`src/hw/rtl/jtk_pkg.sv`:
```
// Shared constants and types for the Jaccard top-k neighbor selector.
`timescale 1ns / 1ps

package jtk_pkg;

  localparam int MAX_NEIGHBORS = 32;
  localparam int INDEX_BITS    = 32;

  localparam int IDX_W      = 32;
  localparam int KEPT_IDX_W = (INDEX_BITS < IDX_W) ? INDEX_BITS : IDX_W;
  localparam int ADDR_W     = (MAX_NEIGHBORS > 1) ? $clog2(MAX_NEIGHBORS) : 1;
  localparam int CNT_W      = $clog2(MAX_NEIGHBORS + 1);

  localparam int K_W = 6;
  localparam logic [K_W-1:0] K_RESET = 6'd30;

  localparam int DEG_W  = 16;
  localparam int SUM_W  = DEG_W + 1;
  localparam int SIM_W  = 17;
  localparam int ALU_W  = SUM_W + 1;
  localparam int QUO_W  = 16;
  localparam int STEP_W = $clog2(QUO_W);

  localparam logic [SIM_W-1:0] SIM_ONE = 17'h10000;

  localparam logic OP_OFFER    = 1'b0;
  localparam logic OP_FINALIZE = 1'b1;

  typedef struct packed {
    logic [KEPT_IDX_W-1:0] idx;
    logic [SIM_W-1:0]      sim;
  } entry_t;

  typedef struct packed {
    logic [ALU_W-1:0] a;
    logic [ALU_W-1:0] b;
  } alu_req_t;

  typedef struct packed {
    logic             ge;
    logic [ALU_W-1:0] diff;
  } alu_rsp_t;

endpackage

```
`src/hw/rtl/jtk_alu.sv`:
```
// Shared compare-subtract unit for the denominator, division steps and similarity compares.
`timescale 1ns / 1ps

module jtk_alu (
  input  jtk_pkg::alu_req_t req,
  output jtk_pkg::alu_rsp_t rsp
);

  always_comb begin
    rsp.ge   = (req.a >= req.b);
    rsp.diff = req.a - req.b;
  end

endmodule

```
`src/hw/rtl/jtk_store.sv`:
```
// Register file holding kept neighbors, sorted by similarity then arrival.
`timescale 1ns / 1ps

module jtk_store (
  input  logic                       clk,
  input  logic                       wr_en,
  input  logic [jtk_pkg::ADDR_W-1:0] wr_addr,
  input  jtk_pkg::entry_t            wr_data,
  input  logic [jtk_pkg::ADDR_W-1:0] rd_addr,
  output jtk_pkg::entry_t            rd_data
);

  jtk_pkg::entry_t entries_r [jtk_pkg::MAX_NEIGHBORS];

  always_ff @(posedge clk) begin
    if (wr_en) begin
      entries_r[wr_addr] <= wr_data;
    end
  end

  assign rd_data = entries_r[rd_addr];

endmodule

```
`src/hw/rtl/jaccard_topk_neighbor_select.sv`:
```
// Jaccard top-k neighbor selector: one offer or finalize item at a time.
// An offer computes inter / (deg_q + deg_c - inter) in unsigned Q1.16 with a
// restoring divider that shares one 18-bit compare-subtract unit, one
// quotient bit per cycle, then walks the sorted store from its tail, moving
// one entry per cycle, to place the candidate. An offer is dropped when the
// denominator is zero or negative, when the quotient is zero, or when a full
// store holds no entry weaker than it; a similarity of 1.0 or more saturates
// and skips the divider. A kept offer evicts the weakest entry when the store
// is full, and in_stall stays high after the accepting cycle until the block
// is idle again. A finalize streams one result per cycle out of the store,
// best first, while out_stall is low, then returns to idle. The store needs
// no clearing after reset.
`timescale 1ns / 1ps

module jaccard_topk_neighbor_select (
  input  logic                       clk,
  input  logic                       rst_n,
  input  logic                       in_valid,
  output logic                       in_stall,
  input  logic                       in_operation,
  input  logic [jtk_pkg::DEG_W-1:0]  in_intersection_count,
  input  logic [jtk_pkg::DEG_W-1:0]  in_query_degree,
  input  logic [jtk_pkg::DEG_W-1:0]  in_candidate_degree,
  input  logic [jtk_pkg::IDX_W-1:0]  in_candidate_index,
  output logic                       out_valid,
  input  logic                       out_stall,
  output logic [jtk_pkg::IDX_W-1:0]  out_neighbor_index,
  output logic [jtk_pkg::SIM_W-1:0]  out_similarity_weight,
  output logic                       out_last_of_run,
  output logic                       out_store_empty,
  input  logic                       cfg_valid,
  output logic                       cfg_ready,
  input  logic [jtk_pkg::K_W-1:0]    cfg_data
);

  typedef enum logic [7:0] {
    S_IDLE = 8'b0000_0001,
    S_DEN  = 8'b0000_0010,
    S_CHK  = 8'b0000_0100,
    S_DIV  = 8'b0000_1000,
    S_INS  = 8'b0001_0000,
    S_EVC  = 8'b0010_0000,
    S_SCAN = 8'b0100_0000,
    S_DRN  = 8'b1000_0000
  } state_t;

  state_t state_r, state_nxt;

  logic [jtk_pkg::K_W-1:0]        k_r;
  logic [jtk_pkg::CNT_W-1:0]      count_r, count_nxt;
  logic [jtk_pkg::CNT_W-1:0]      keff;
  logic [jtk_pkg::DEG_W-1:0]      inter_r, inter_nxt;
  logic [jtk_pkg::SUM_W-1:0]      sum_r, sum_nxt;
  logic [jtk_pkg::SUM_W-1:0]      denom_r, denom_nxt;
  logic [jtk_pkg::SUM_W-1:0]      rem_r, rem_nxt;
  logic [jtk_pkg::QUO_W-1:0]      quo_r, quo_nxt, quo_new;
  logic [jtk_pkg::STEP_W-1:0]     step_r, step_nxt;
  logic [jtk_pkg::SIM_W-1:0]      sim_r, sim_nxt;
  logic [jtk_pkg::KEPT_IDX_W-1:0] cidx_r, cidx_nxt;
  logic [jtk_pkg::ADDR_W-1:0]     pos_r, pos_nxt;
  logic                           grow_r, grow_nxt;
  logic [jtk_pkg::ADDR_W-1:0]     didx_r, didx_nxt;
  logic [jtk_pkg::ADDR_W-1:0]     tail_addr;
  logic                           drain_last;

  logic                           out_valid_r, out_valid_nxt;
  logic [jtk_pkg::IDX_W-1:0]      out_idx_r, out_idx_nxt;
  logic [jtk_pkg::SIM_W-1:0]      out_sim_r, out_sim_nxt;
  logic                           out_last_r, out_last_nxt;
  logic                           out_empty_r, out_empty_nxt;

  jtk_pkg::alu_req_t              alu_req;
  jtk_pkg::alu_rsp_t              alu_rsp;

  logic                           st_we;
  logic [jtk_pkg::ADDR_W-1:0]     st_wr_addr;
  logic [jtk_pkg::ADDR_W-1:0]     st_rd_addr;
  jtk_pkg::entry_t                st_wr_data;
  jtk_pkg::entry_t                st_rd_data;
  jtk_pkg::entry_t                new_entry;

  jtk_alu u_alu (
    .req (alu_req),
    .rsp (alu_rsp)
  );

  jtk_store u_store (
    .clk     (clk),
    .wr_en   (st_we),
    .wr_addr (st_wr_addr),
    .wr_data (st_wr_data),
    .rd_addr (st_rd_addr),
    .rd_data (st_rd_data)
  );

  assign in_stall  = (state_r != S_IDLE);
  assign cfg_ready = 1'b1;

  assign out_valid             = out_valid_r;
  assign out_neighbor_index    = out_idx_r;
  assign out_similarity_weight = out_sim_r;
  assign out_last_of_run       = out_last_r;
  assign out_store_empty       = out_empty_r;

  assign new_entry.idx = cidx_r;
  assign new_entry.sim = sim_r;
  assign tail_addr     = jtk_pkg::ADDR_W'(count_r - jtk_pkg::CNT_W'(1));
  assign drain_last    = ((jtk_pkg::CNT_W'(didx_r) + jtk_pkg::CNT_W'(1)) == count_r);
  assign quo_new       = {quo_r[jtk_pkg::QUO_W-2:0], alu_rsp.ge};

  // 0 acts as 1, anything above the store depth as the depth
  always_comb begin
    if (k_r == '0) begin
      keff = jtk_pkg::CNT_W'(1);
    end else if (32'(k_r) > 32'(jtk_pkg::MAX_NEIGHBORS)) begin
      keff = jtk_pkg::CNT_W'(jtk_pkg::MAX_NEIGHBORS);
    end else begin
      keff = jtk_pkg::CNT_W'(k_r);
    end
  end

  always_comb begin
    state_nxt     = state_r;
    count_nxt     = count_r;
    inter_nxt     = inter_r;
    sum_nxt       = sum_r;
    denom_nxt     = denom_r;
    rem_nxt       = rem_r;
    quo_nxt       = quo_r;
    step_nxt      = step_r;
    sim_nxt       = sim_r;
    cidx_nxt      = cidx_r;
    pos_nxt       = pos_r;
    grow_nxt      = grow_r;
    didx_nxt      = didx_r;
    out_valid_nxt = out_valid_r;
    out_idx_nxt   = out_idx_r;
    out_sim_nxt   = out_sim_r;
    out_last_nxt  = out_last_r;
    out_empty_nxt = out_empty_r;
    alu_req       = '0;
    st_we         = 1'b0;
    st_wr_addr    = pos_r;
    st_wr_data    = new_entry;
    st_rd_addr    = didx_r;

    if (out_valid_r && !out_stall) begin
      out_valid_nxt = 1'b0;
    end

    unique case (state_r)
      S_IDLE: begin
        if (in_valid) begin
          inter_nxt = in_intersection_count;
          sum_nxt   = jtk_pkg::SUM_W'(in_query_degree) + jtk_pkg::SUM_W'(in_candidate_degree);
          cidx_nxt  = in_candidate_index[jtk_pkg::KEPT_IDX_W-1:0];
          didx_nxt  = '0;
          state_nxt = (in_operation == jtk_pkg::OP_FINALIZE) ? S_DRN : S_DEN;
        end
      end
      S_DEN: begin
        alu_req.a = jtk_pkg::ALU_W'(sum_r);
        alu_req.b = jtk_pkg::ALU_W'(inter_r);
        denom_nxt = alu_rsp.diff[jtk_pkg::SUM_W-1:0];
        state_nxt = (!alu_rsp.ge || alu_rsp.diff == '0) ? S_IDLE : S_CHK;
      end
      S_CHK: begin
        // inter >= denom saturates at 1.0
        alu_req.a = jtk_pkg::ALU_W'(inter_r);
        alu_req.b = jtk_pkg::ALU_W'(denom_r);
        rem_nxt   = jtk_pkg::SUM_W'(inter_r);
        quo_nxt   = '0;
        step_nxt  = '0;
        sim_nxt   = jtk_pkg::SIM_ONE;
        state_nxt = alu_rsp.ge ? S_INS : S_DIV;
      end
      S_DIV: begin
        alu_req.a = {rem_r, 1'b0};
        alu_req.b = jtk_pkg::ALU_W'(denom_r);
        rem_nxt   = alu_rsp.ge ? alu_rsp.diff[jtk_pkg::SUM_W-1:0]
                               : alu_req.a[jtk_pkg::SUM_W-1:0];
        quo_nxt   = quo_new;
        step_nxt  = step_r + jtk_pkg::STEP_W'(1);
        if (step_r == jtk_pkg::STEP_W'(jtk_pkg::QUO_W - 1)) begin
          sim_nxt   = jtk_pkg::SIM_W'(quo_new);
          state_nxt = (quo_new == '0) ? S_IDLE : S_INS;
        end
      end
      S_INS: begin
        if (count_r < keff) begin
          pos_nxt   = count_r[jtk_pkg::ADDR_W-1:0];
          grow_nxt  = 1'b1;
          state_nxt = S_SCAN;
        end else begin
          state_nxt = S_EVC;
        end
      end
      S_EVC: begin
        // tail is the weakest, latest-arrived entry
        st_rd_addr = tail_addr;
        alu_req.a  = jtk_pkg::ALU_W'(st_rd_data.sim);
        alu_req.b  = jtk_pkg::ALU_W'(sim_r);
        if (alu_rsp.ge) begin
          state_nxt = S_IDLE;
        end else begin
          pos_nxt   = tail_addr;
          grow_nxt  = 1'b0;
          state_nxt = S_SCAN;
        end
      end
      S_SCAN: begin
        st_rd_addr = pos_r - jtk_pkg::ADDR_W'(1);
        alu_req.a  = jtk_pkg::ALU_W'(st_rd_data.sim);
        alu_req.b  = jtk_pkg::ALU_W'(sim_r);
        st_we      = 1'b1;
        if (pos_r == '0 || alu_rsp.ge) begin
          st_wr_data = new_entry;
          if (grow_r) begin
            count_nxt = count_r + jtk_pkg::CNT_W'(1);
          end
          state_nxt = S_IDLE;
        end else begin
          st_wr_data = st_rd_data;
          pos_nxt    = pos_r - jtk_pkg::ADDR_W'(1);
        end
      end
      S_DRN: begin
        if (!out_valid_r || !out_stall) begin
          out_valid_nxt = 1'b1;
          if (count_r == '0) begin
            out_idx_nxt   = '0;
            out_sim_nxt   = '0;
            out_last_nxt  = 1'b0;
            out_empty_nxt = 1'b1;
            state_nxt     = S_IDLE;
          end else begin
            out_idx_nxt   = jtk_pkg::IDX_W'(st_rd_data.idx);
            out_sim_nxt   = st_rd_data.sim;
            out_last_nxt  = drain_last;
            out_empty_nxt = 1'b0;
            didx_nxt      = didx_r + jtk_pkg::ADDR_W'(1);
            if (drain_last) begin
              count_nxt = '0;
              state_nxt = S_IDLE;
            end
          end
        end
      end
      default: begin
        state_nxt = S_IDLE;
      end
    endcase
  end

  always_ff @(posedge clk) begin
    if (!rst_n) begin
      state_r     <= S_IDLE;
      count_r     <= '0;
      k_r         <= jtk_pkg::K_RESET;
      out_valid_r <= 1'b0;
    end else begin
      state_r     <= state_nxt;
      count_r     <= count_nxt;
      out_valid_r <= out_valid_nxt;
      if (cfg_valid) begin
        k_r <= cfg_data;
      end
    end
  end

  always_ff @(posedge clk) begin
    inter_r     <= inter_nxt;
    sum_r       <= sum_nxt;
    denom_r     <= denom_nxt;
    rem_r       <= rem_nxt;
    quo_r       <= quo_nxt;
    step_r      <= step_nxt;
    sim_r       <= sim_nxt;
    cidx_r      <= cidx_nxt;
    pos_r       <= pos_nxt;
    grow_r      <= grow_nxt;
    didx_r      <= didx_nxt;
    out_idx_r   <= out_idx_nxt;
    out_sim_r   <= out_sim_nxt;
    out_last_r  <= out_last_nxt;
    out_empty_r <= out_empty_nxt;
  end

endmodule

```
`config.mk`:
```
export PLATFORM = sky130hd
export DESIGN_NAME = jaccard_topk_neighbor_select
export DESIGN_NICKNAME = d
export VERILOG_FILES = /design/src/hw/rtl/jtk_pkg.sv /design/src/hw/rtl/jtk_alu.sv /design/src/hw/rtl/jtk_store.sv /design/src/hw/rtl/jaccard_topk_neighbor_select.sv
export SDC_FILE = /design/constraint.sdc
export NUM_CORES = 2
export LEC_CHECK = 0
export ABC_CLOCK_PERIOD_IN_PS = 10700
export BUFFER_PORTS_ARGS = -buffer_cell sky130_fd_sc_hd__buf_2
export CAP_MARGIN = 25
export CORE_ASPECT_RATIO = 0.75
export CORE_MARGIN = 4
export CORE_UTILIZATION = 35
export DETAILED_ROUTE_END_ITERATION = 8
export PLACE_DENSITY_LB_ADDON = 0.08
export SLEW_MARGIN = 20
export SYNTH_ARGS = -nofsm -noshare
export SYNTH_HDL_FRONTEND = slang
export SYNTH_SLANG_ARGS = --single-unit
export TNS_END_PERCENT = 5
```
`constraint.sdc`:
```
create_clock -name clk -period 10.7 [get_ports clk]
set_input_delay 0.535 -clock clk [delete_from_list [all_inputs] [get_ports clk]]
set_output_delay 0.535 -clock clk [all_outputs]
set_load 0.01 [all_outputs]
```
Word-level counts from Yosys, hierarchy flattened

Memories as Yosys holds them, arrays and structs flattened.
Cells that the tools add are included.

Flip-flop bits (word level): 218
Bits in writable memories: 1568
Input bits: 92
Logic and storage cells: 128
Memories: 1

Memory list:

| name              | depth | bits a word | read ports | clocked after memory_dff | wr ports | RTL line        | RTL |
|---|---|---|---|---|---|---|---|
| u_store.entries_r | 32    | 49          | 1          | 0                        | 1        | jtk_store.sv:13 | `jtk_pkg::entry_t entries_r [jtk_pkg::MAX_NEIGHBORS];` |

$add $sub $neg: 8
Magnitude comparators: 3
Equality and inequality tests: 22
Mux-type cells: 49
Reduce and logical (&&, ||, !) cells: 26

Operators with widths:

| cell                | count |
|---|---|
| $pmux 36 s4         | 1 |
| $mux 49             | 2 |
| $pmux 17 s2         | 2 |
| $pmux 8 s8          | 1 |
| $mux 8              | 7 |
| $mux 6              | 7 |
| $mux 5              | 8 |
| $mux 17             | 2 |
| $pmux 15 s2         | 1 |
| $ne 2x2->1 const B  | 10 |
| $pmux 5 s2          | 2 |
| $ge 18x18->1        | 1 |
| $logic_not 18->1    | 1 |
| $sub 18x18->18      | 1 |
| $add 16x16->17      | 1 |
| $logic_not 16->1    | 1 |
| $pmux 5 s3          | 1 |
| $mux 7              | 2 |
| $logic_not 6->1     | 2 |
| $pmux 6 s2          | 1 |
| $sub 5x1->5 const B | 2 |
| $mux 1              | 9 |
| $eq 8x1->1 const B  | 1 |
| $eq 8x2->1 const B  | 1 |
| other kinds (31)    | 41 |

Depth between registers and ports, before layout

An unclocked memory read counts as a cell.

Depth in word-level cells: 9
Gate-level depth with buffers: 27
Depth with buffers taken out: 22

Cells and area by module

A second synthesis with hierarchy kept.

Cells, all modules: 4453
Area, all modules: 72365.7 um2

By module, submodules not included:

| module                       | times used | cells each | area each (um2) | seq. area each (um2) |
|---|---|---|---|---|
| jtk_store                    | 1          | 3385       | 60873.4         | 47085.2 |
| jaccard_topk_neighbor_select | 1          | 935        | 10540.1         | 6336.1 |
| jtk_alu                      | 1          | 133        | 952.2           | 0.0 |

Worst setup path before layout

Ideal clock, no wire load.

Kind: flip-flop to flip-flop
Start: register state_r[4]
End: memory u_store.entries_r[0][10] in the netlist's numbering (data pin)
Setup time: 0.377 ns
Data arrival time: 6.720 ns
Required time: 10.323 ns
Setup slack: 3.603 ns
Stages on the path, launching flop included: 20
Buffers on the path: 4
Path through: dfxtp_1 > nor4_2 > nand2_1 > nor3b_1 > clkinv_1 > nand2b_1 > clkbuf_1 > clkbuf_1 > a222oi_1 > ha_1 > nor2b_1 > o2111a_1 > or3_1 > clkbuf_1 > a21oi_1 > o211ai_1 > nor2_1 > clkbuf_1 > nor2_1 > a21oi_1

RTL lines:

| item                   | RTL line                            | RTL |
|---|---|---|
| start, declared        | jaccard_topk_neighbor_select.sv:47  | `state_t state_r, state_nxt;` |
| start signal, assigned | jaccard_topk_neighbor_select.sv:262 | `state_r <= state_nxt;` |
| end, declared          | jtk_store.sv:13                     |  |

==> results.sh <==
export IMPL_synth_cells=5412
export IMPL_fin_tns_setup_ns=0
export IMPL_tritoncts="built"
export IMPL_fin_crit_ns=8.493
export IMPL_drt_iter0_drc=5232
export IMPL_min_to="sum_r[0]"
export IMPL_cts_hold_fix_buffers=60
export IMPL_final_common_cell="edfxtp_1"
export IMPL_synthFlopType="edfxtp_1"
export IMPL_placed_cell_area_mm2=0.07694
export IMPL_relSlewSlack=0.2624
export IMPL_rr_worst_depth=22
export IMPL_p_leak_uw=0.02815
export IMPL_cp_end_kind="flop"
export IMPL_area_delta_synth_final_pct=15.96
export IMPL_finish_utilization=0.4101
export IMPL_grt_max_degree=172
export IMPL_die_h_um=400.8
export IMPL_grt_pass1_wl_mm=348.4
export IMPL_cts_repair_resized=0
export IMPL_core_area_mm2=0.2036
export IMPL_powerDensity_mw_per_mm2=186.0
export IMPL_drive_above_1_share=0.1182
export IMPL_yosys_warnings=0
export IMPL_placement_io_buffers=144
export IMPL_wirelength_mm=250.6
export IMPL_cts_buffers=193
export IMPL_p_sw_frac=0.2411
export IMPL_wire_per_inst_um=29.60
export IMPL_hold_depth=2
export IMPL_clkLatencyLatePin_ns=0.85
export IMPL_numClockSinks=1786
export IMPL_r2r_end="u_store.entries_r[9][2]"
export IMPL_dieArea_mm2=0.2132
export IMPL_fmax_ghz=0.1177
export IMPL_overflow=0
export IMPL_drv_cap=0
export IMPL_vias=46690
export IMPL_internal_power_uw=11790
export IMPL_yosysSeqAreaShare=0.7418
export IMPL_skew_ns=0.05584
export IMPL_syn_avg_cell_area_um2=13.31
export IMPL_pwr_share_clk=0.417
export IMPL_ir_worst_vdd_v=0.0001359
export IMPL_p_total_uw=15530
export IMPL_slew_viol_final=0
export IMPL_start_util=0.3537
export IMPL_syn_nets=5553
export IMPL_worstSetupStartpointType="flop"
export IMPL_grt_use_total=0.2275
export IMPL_arrival_ns=9.15
export IMPL_nets=5778
export IMPL_setup_viol=0
export IMPL_placementRows=143
export IMPL_rr_startpoint="state_r[4]"
export IMPL_vias_per_cell=5.516
export IMPL_antenna_found_initial=15
export IMPL_grt_pass1_vias=44240
export IMPL_critPathRequiredTime_ns=11.36
export IMPL_synthArstFlopShare=0
export IMPL_period_share=0.7937
export IMPL_post_cts_repair_setup_buffers=0
export IMPL_final_cell_mix="edfxtp_1, nand2_1, a21oi_1"
export IMPL_rsz0062_at_grt="no"
export IMPL_synth_cell_types=77
export IMPL_clk_path_buf_depth=4
export IMPL_fin_hold_ws_ns=0.05037
export IMPL_clk_pin_slew_ns=0.07
export IMPL_hold_viol=0
export IMPL_hold_path_class="in2reg"
export IMPL_fin_area_mm2=0.08351
export IMPL_io_pins=146
export IMPL_cts_root_buf="clkbuf_16"
export IMPL_synth_seq_cells=1786
export IMPL_rrSetupSlack_ns=2.21
export IMPL_syn_area_mm2=0.07202
export IMPL_combPwrFrac=0.084
export IMPL_dp_hpwl_mm=134.1
export IMPL_fillers=18990
export IMPL_tightest_slew_ns=1.104
export IMPL_die_w_um=531.8
export IMPL_drtPass1Iterations=9
export IMPL_cts_htree_levels=4
export IMPL_ant_nets=0
export IMPL_place_gp_congestion=0.8066
export IMPL_switchingPower_uw=3744
export IMPL_hold_start="in_candidate_degree[0]"
export IMPL_seqPwrFrac=0.499
export IMPL_drcViolationCount=0
export IMPL_crit_type="reg2reg"
export IMPL_synth_edff_count=1765
export IMPL_status="complete, no violations"
export IMPL_critPathMaxFanout=38
-- state kept, by name, indices dropped and copies added, names as in the netlist, 8 cells and up --
signal	count
cidx_r	32
denom_r	17
inter_r	16
out_neighbor_index	32
out_similarity_weight	17
quo_r	15
rem_r	17
sim_r	17
state_r	8
sum_r	17
u_store.entries_r	1568
-- layer usage --
| layer | track usage | vias up | share of wire |
|---|---|---|---|
| met3 | 0.04282 | 303 | 0.074 |
| met2 | 0.3347 | 1707 | 0.43 |
| li1 | - | 20650 | - |
| met1 | 0.3485 | 24020 | 0.47 |
| met5 | 0 | - | 0.00023 |
| met4 | 0.04865 | 8 | 0.021 |
-- synthesized netlist by cell type (4+ instances only) --
| library cell | n | area [µm²] |
|---|---|---|
| nand4_1 | 116 | 725.7 |
| nand3_1 | 32 | 160.2 |
| buf_1 | 44 | 165.2 |
| nand3b_1 | 5 | 37.54 |
| o31ai_1 | 5 | 37.54 |
| o211ai_1 | 10 | 75.07 |
| nand2_1 | 1353 | 5079 |
| a21o_1 | 6 | 45.04 |
| buf_2 | 79 | 395.4 |
| a22oi_1 | 5 | 37.54 |
| a21oi_1 | 461 | 2307 |
| or3_1 | 11 | 68.82 |
| a211o_1 | 4 | 35.03 |
| nor4_1 | 8 | 50.05 |
| a32oi_1 | 100 | 875.8 |
| o21ai_1 | 17 | 85.08 |
| ha_1 | 47 | 588.1 |
| o21a_1 | 9 | 67.56 |
| o211a_1 | 5 | 50.05 |
| a222oi_1 | 30 | 300.3 |
| or2_2 | 4 | 25.02 |
| buf_4 | 6 | 45.04 |
| nand2b_1 | 10 | 62.56 |
| nor3b_1 | 9 | 67.56 |
| xor2_1 | 16 | 140.1 |
| clkbuf_1 | 216 | 810.8 |
| o21ai_0 | 209 | 1046 |
| and2_1 | 69 | 431.7 |
| xnor2_1 | 26 | 227.7 |
| a211oi_1 | 57 | 427.9 |
| inv_1 | 26 | 97.59 |
| nor2_1 | 205 | 769.5 |
| nor3_1 | 27 | 135.1 |
| a21boi_0 | 4 | 30.03 |
| a31oi_1 | 160 | 1001 |
| mux2i_1 | 109 | 1091 |
| edfxtp_1 | 1765 | 53000 |
| and3_1 | 55 | 344.1 |
| dfxtp_1 | 21 | 420.4 |
| nor2b_1 | 8 | 50.05 |
-- through the flow --
stage,setup slack (ns),instances
floorplan,3.603,5412
CTS,2.172,8461
detailed placement,2.215,8063
finish,2.207,8465
global placement,2.105,8049
global route,1.629,8463
-- layout make-up --
| cell class | instances | area (µm²) | share of cell area |
|---|---|---|---|
| inverters | 28 | 107.6 | 0.001289 |
| well taps | 2682 | 3356 | 0.04018 |
| repair buffers | 376 | 2865 | 0.03431 |
| multi-input cells | 3252 | 17810 | 0.2133 |
| flip-flops and latches | 1786 | 53420 | 0.6397 |
| clock buffers | 244 | 5064 | 0.06064 |
| clock inverters | 94 | 875.8 | 0.01049 |
| diodes | 3 | 7.507 | 0.00008990 |
-- worst max-delay path by stage --
| stage | from | endpoint | slack (ns) | cells past startpoint |
|---|---|---|---|---|
| floorplan | state_r[4] | u_store.entries_r[0][10] | 3.60 | 19 |
| global placement | state_r[6] | u_store.entries_r[10][26] | 2.11 | 18 |
| detailed placement | state_r[7] | u_store.entries_r[0][2] | 2.22 | 22 |
| CTS | state_r[4] | u_store.entries_r[11][2] | 2.17 | 22 |
| global route | state_r[4] | u_store.entries_r[6][2] | 1.63 | 22 |
| finish | state_r[4] | u_store.entries_r[9][2] | 2.21 | 22 |
-- critical path, stage by stage (launching register included) --
cell and delay (ns):
dfxtp_1 0.37, or4_1 0.69, nor2_4 0.42, a311oi_1 0.27, o22a_4 0.56, nor3_4 0.79
buf_4 0.58, a32oi_1 0.11, and3_1 0.17, a31oi_1 0.63, o21ai_0 0.18, ha_1 0.41
a21o_1 0.24, a221o_1 0.42, o22a_1 0.24, nand2_1 0.09, o211ai_1 0.16, nor2_4 0.18
buf_4 0.62, buf_4 0.34, nor2_1 0.07, a21oi_2 0.36, buf_4 0.32
-- power groups by stage --
stage	Combinational (µW)	Sequential [µW]	Clock (µW)
final	1300	7750	6480
after global routing	1400	7750	6930
after CTS	1300	7750	6640
after detailed placement	1280	7900	0
after global placement	1260	7900	0
after floorplan	704	7890	0
-- cells by family after synthesis --
| kind of cell | after synthesis | synth area share |
|---|---|---|
| adder cells (fa/ha/maj) | 49 | 0.008722 |
| buffers and inverters | 374 | 0.02120 |
| other | 1 | 0.00005207 |
| flip-flops | 1786 | 0.7418 |
| XOR/XNOR | 42 | 0.005108 |
| multiplexers | 110 | 0.01531 |
| AND/OR/NAND/NOR | 1928 | 0.1134 |
| AO/OA/AOI/OAI | 1122 | 0.09439 |
Power figures use the tool's default switching activity.
